$ cat config.mk
export PLATFORM = sky130hd
export DESIGN_NAME = blv_front_flat
export DESIGN_NICKNAME = d
export VERILOG_FILES = /design/src/sv/bigram_lattice_viterbi_unit_macros.svh /design/src/sv/blv_pkg.sv /design/src/sv/blv_in_if.sv /design/src/sv/blv_front.sv /design/src/flat_wrapper.sv
export SDC_FILE = /design/constraint.sdc
export NUM_CORES = 1
export LEC_CHECK = 0
export ABC_AREA = 1
export BUFFER_PORTS_ARGS = -buffer_cell sky130_fd_sc_hd__clkbuf_2
export CAP_MARGIN = 10
export CORE_MARGIN = 4
export CORE_UTILIZATION = 56
export DETAILED_ROUTE_END_ITERATION = 8
export MAX_ROUTING_LAYER = met4
export PLACE_DENSITY_LB_ADDON = 0.3
export SLEW_MARGIN = 15
export SYNTH_ARGS = -nofsm -noshare
export SYNTH_HDL_FRONTEND = slang
export SYNTH_SLANG_ARGS = --single-unit
$ cat constraint.sdc
create_clock -name i_clk -period 6.8 [get_ports i_clk]
set_clock_uncertainty 0.15 [all_clocks]
set_input_delay 0.68 -clock i_clk [delete_from_list [all_inputs] [get_ports i_clk]]
set_output_delay 0.68 -clock i_clk [all_outputs]
set_load 0.05 [all_outputs]
$ cat src/sv/bigram_lattice_viterbi_unit_macros.svh
// Assertion helpers for the RTL.
`ifndef BIGRAM_LATTICE_VITERBI_UNIT_MACROS_SVH
`define BIGRAM_LATTICE_VITERBI_UNIT_MACROS_SVH

// Checked while out of reset.
`define BLV_ASSERT(lbl, prop, msg) \
    lbl: assert property (@(posedge i_clk) disable iff (!i_rst_n) prop) else $error(msg);

// Checked at every edge, reset included.
`define BLV_ASSERT_ALWAYS(lbl, prop, msg) \
    lbl: assert property (@(posedge i_clk) prop) else $error(msg);

`endif

$ cat src/sv/blv_pkg.sv
package blv_pkg;

    localparam int C_MAX_LEN  = 32;
    localparam int C_MAX_CAND = 16;
    localparam int C_QDEPTH   = 2;

    localparam logic [1:0] OP_CAND = 2'd0;
    localparam logic [1:0] OP_EDGE = 2'd1;
    localparam logic [1:0] OP_FIN  = 2'd2;

    typedef enum logic [1:0] {
        K_CAND,
        K_EDGE,
        K_FIN
    } t_kind;

    typedef enum logic [2:0] {
        S_IDLE,
        S_SWEEP,
        S_WRITE,
        S_SCAN,
        S_READ,
        S_EMIT
    } t_state;

    typedef struct packed {
        t_kind        kind;
        logic [4:0]   position;
        logic [3:0]   node_index;
        logic [3:0]   from_index;
        logic [15:0]  cand_word;
        logic [23:0]  trans_count;
    } t_item;

endpackage

$ cat src/sv/blv_in_if.sv
interface blv_in_if;
    logic         valid;
    logic         ready;
    logic [1:0]   operation;
    logic [4:0]   position;
    logic [3:0]   node_index;
    logic [3:0]   from_index;
    logic [15:0]  cand_word;
    logic [23:0]  trans_count;

    modport source (output valid, operation, position, node_index, from_index, cand_word,
                    trans_count, input ready);
    modport sink (input valid, operation, position, node_index, from_index, cand_word,
                  trans_count, output ready);
endinterface

$ cat src/sv/blv_front.sv
module blv_front #(
    parameter int P_QDEPTH = blv_pkg::C_QDEPTH
) (
    input  logic           i_clk,
    input  logic           i_rst_n,
    blv_in_if.sink         i_in,
    output blv_pkg::t_item o_item,
    output logic           o_valid,
    input  logic           i_pop
);
    import blv_pkg::*;

    localparam int AW = (P_QDEPTH > 1) ? $clog2(P_QDEPTH) : 1;
    localparam int CW = $clog2(P_QDEPTH + 1);

    t_item           r_mem [P_QDEPTH];
    logic [AW-1:0]   r_wr, r_rd;
    logic [CW-1:0]   r_cnt;
    t_item           c_item;
    logic            c_push;

    assign i_in.ready = (r_cnt != CW'(P_QDEPTH));

    // op 3 is taken and dropped
    always_comb begin
        c_item.position    = i_in.position;
        c_item.node_index  = i_in.node_index;
        c_item.from_index  = i_in.from_index;
        c_item.cand_word   = i_in.cand_word;
        c_item.trans_count = i_in.trans_count;
        c_push = i_in.valid && i_in.ready;
        unique case (i_in.operation)
            OP_CAND: c_item.kind = K_CAND;
            OP_EDGE: c_item.kind = K_EDGE;
            OP_FIN:  c_item.kind = K_FIN;
            default: begin
                c_item.kind = K_FIN;
                c_push      = 1'b0;
            end
        endcase
    end

    always_ff @(posedge i_clk) begin
        if (c_push) begin
            r_mem[r_wr] <= c_item;
        end
        if (!i_rst_n) begin
            r_wr  <= '0;
            r_rd  <= '0;
            r_cnt <= '0;
        end else begin
            if (c_push) begin
                r_wr <= (r_wr == AW'(P_QDEPTH - 1)) ? '0 : r_wr + AW'(1);
            end
            if (i_pop) begin
                r_rd <= (r_rd == AW'(P_QDEPTH - 1)) ? '0 : r_rd + AW'(1);
            end
            r_cnt <= r_cnt + CW'(c_push) - CW'(i_pop);
        end
    end

    assign o_valid = (r_cnt != '0);
    assign o_item  = r_mem[r_rd];

endmodule

$ cat src/flat_wrapper.sv
// flat-port wrapper written by rule: the top's interface ports become plain ports
module blv_front_flat import blv_pkg::*;
#(
    parameter int P_QDEPTH = blv_pkg::C_QDEPTH
)
  (i_clk, i_rst_n, o_item, o_valid, i_pop, i_in_valid, i_in_operation, i_in_position, i_in_node_index, i_in_from_index, i_in_cand_word, i_in_trans_count, i_in_ready);
  blv_in_if i_in_i ();
  input  logic i_clk;
  input  logic i_rst_n;
  output blv_pkg::t_item o_item;
  output logic o_valid;
  input  logic i_pop;
  input wire logic [$bits(i_in_i.valid)-1:0] i_in_valid;
  input wire logic [$bits(i_in_i.operation)-1:0] i_in_operation;
  input wire logic [$bits(i_in_i.position)-1:0] i_in_position;
  input wire logic [$bits(i_in_i.node_index)-1:0] i_in_node_index;
  input wire logic [$bits(i_in_i.from_index)-1:0] i_in_from_index;
  input wire logic [$bits(i_in_i.cand_word)-1:0] i_in_cand_word;
  input wire logic [$bits(i_in_i.trans_count)-1:0] i_in_trans_count;
  output wire logic [$bits(i_in_i.ready)-1:0] i_in_ready;
  assign i_in_i.valid = i_in_valid;
  assign i_in_i.operation = i_in_operation;
  assign i_in_i.position = i_in_position;
  assign i_in_i.node_index = i_in_node_index;
  assign i_in_i.from_index = i_in_from_index;
  assign i_in_i.cand_word = i_in_cand_word;
  assign i_in_i.trans_count = i_in_trans_count;
  assign i_in_ready = i_in_i.ready;
  blv_front #(.P_QDEPTH(P_QDEPTH)) u_core (.i_clk(i_clk), .i_rst_n(i_rst_n), .i_in(i_in_i), .o_item(o_item), .o_valid(o_valid), .i_pop(i_pop));
endmodule
==> results.ini <==
[status]
status=finished clean

[pwr]
power_frac_comb_pct=14.2
power.density_mw_per_mm2=354
p_switching_uw=501
internal-power_mw=1.51
p_leak_nw=2.34
seq_power_share_pct=42.5
swShare_pct=24.9
ir_drop_uv=264
pwr-share-clk_pct=43.4

[critical_path]
cp-end-kind=output port
path_cells=mux2_2, clkbuf_2
critPathTopFamily=flip-flops
arrival_ns=2.19
path_class=reg -> out
timing.critical_path.buf_inv=1
required_ns=5.97
start_kind=flip-flop
max_stage_delay_ns=1.01
crit_fanout=55
cp_slowest_cell=dfxtp_4

[clock_network]
cts-buffers-inserted=17
insertion_delay_ns=0.50
post_cts_buffers=0
cts_tree=built
cts_hold_buffers=0
cts-htree-levels=4
clk_pin_slew_ns=0.05
clock-root-buffer=clkbuf_8
post_cts_resized=0
clkSinkCount=115
clock_path_buffers=2

[sta]
final_hold_viol_count=0
rsz0062_at_grt=false
finalCriticalPeriod_ns=3.02
worst_pin_slew_ns=0.999
drv_slew=0
timing.final.crit_share_pct=44.4
setup_tns_ns=0
max_freq_mhz=331
setup-violations-final=0
relSlewSlack_pct=33.4

[grt]
grt_pass1_vias=2404
grt_max_degree=56
grt_pass1_wl_mm=12.1
grt_usage_pct=17.3
gr-total-overflow=0
antenna_found_initial=0

[die]
die_height_um=97.4
die_x_um=97.4
core.rowCount=32
die-area_mm2=0.00949
coreArea_mm2=0.00777
start_util_pct=57.6
num_io_pins=116

[run]
cap_viol_max_count=0

[synthesis]
synth_cell_type_count=15
ys_warn_count=0
ys_seq_elements=115
synth_nets=273
seq_area_frac_synth_pct=76.0
syn_inst=213
yosys.area.top_type_share_pct=73.8
syn-cell-area_mm2=0.00448
avgSynthCellArea_um2=21.0
yosysTopAreaCell=edfxtp_1
netlist_top_cells_area=edfxtp_1 (74%), mux2_4 (17%), buf_12 (2.2%), dfxtp_1 (2.2%), mux2_2 (1.3%)

[placed_design]
place_hpwl_mm=4.87
gp_congestion=0.721
port_buffers=115

[routing]
avgRoutedWirePerCell_um=16.5
vias=2301
postRouteAntennaNets=0
routed_wl_mm=7.54
drt_iter0_drc=143
first_pass_iters=4
drc=0
viasPerCell=5.04

[cells_and_area]
diodes=0
final_core_util_pct=73.2
final_layout_size_suffix_gt1_share_pct=56.9
final_common_cell=clkbuf_2
fillers=496
area_delta_synth_final_pct=27.1
layout_common_cells=clkbuf_2 (115), edfxtp_1 (110), mux2_4 (50)
nets=402

[min_path]
hold_path.class=in -> reg

-- final cells by class --
| type | count | area (µm²) | share of cell area, % |
|---|---|---|---|
| timing repair buffer | 117 | 591 | 10.4 |
| clock inverter | 11 | 160 | 2.82 |
| inverter | 9 | 33.8 | 0.594 |
| tap | 102 | 128 | 2.24 |
| sequential | 115 | 3410 | 59.9 |
| clock buffer | 21 | 429 | 7.55 |
| multi-input combinational | 82 | 938 | 16.5 |
-- routing by layer --
metal  global-route usage, %  up-vias  wire length (µm)
met5                       -        -                 0
met4                    7.35        0                48
met2                    28.3       96              3970
li1                        -     1075                 -
met3                    6.32        4               412
met1                    19.3     1126              3100
-- power groups by stage --
stage,logic (mW),clock network (mW),registers [mW]
2_1_floorplan,0.239,0,0.855
3_3_place_gp,0.283,0,0.866
3_5_place_dp,0.287,0,0.869
4_1_cts,0.288,0.884,0.855
5_1_grt,0.300,0.924,0.859
6_report,0.285,0.873,0.854
-- cell families after synthesis --
group / after synthesis / share of synthesized area (%)
flops: 115 / 76.0
mux: 55 / 18.0
simple gates: 24 / 2.10
buf+inv: 16 / 3.33
compound gates: 2 / 0.223
fa+ha+maj: 1 / 0.280
-- registers in the layout, summed over array words and instances (netlist names), named ones only --
register and cells:
u_core.r_rd 1, u_core.r_wr 1, u_core.r_mem 110, u_core.r_cnt 2
-- cells in the mapped netlist --
library cell,n
mux2_2,5
nand3_1,1
nor2_1,10
mux2_4,50
inv_1,9
a21oi_1,1
edfxtp_1,110
nand4_1,1
buf_12,5
dfxtp_1,5
nand2_1,12
o21ai_0,1
clkbuf_1,1
ha_1,1
buf_6,1
-- stage by stage --
step	setup slack, ns	total power, mW	cells	hold WS, ns	instance area [µm²]
floorplan	2.84	1.09	213	0.313	4480
global placement	4.02	1.15	425	0.324	5100
detailed placement	3.95	1.16	425	0.342	5100
CTS	3.74	2.03	457	0.191	5690
global route	3.67	2.08	457	0.191	5690
finish	3.78	2.01	457	0.216	5690
-- worst paths after layout --
path / to / depth (start not counted) / start / slack (ns)
setup / recovery: o_item[43] / 2 / flip-flop / 3.78
hold / removal: u_core.r_mem[1][31]$_DFFE_PP_ / 1 / i_in_cand_word[7] / 0.22
setup reg to reg: u_core.r_mem[1][16]$_DFFE_PP_ / 6 / u_core.r_cnt[1]$_SDFF_PN0_ / 4.42
hold reg to reg: u_core.r_rd$_SDFFE_PN0P_ / 2 / u_core.r_rd$_SDFFE_PN0P_ / 0.35
Note: power is estimated with default switching activity, not from simulation.
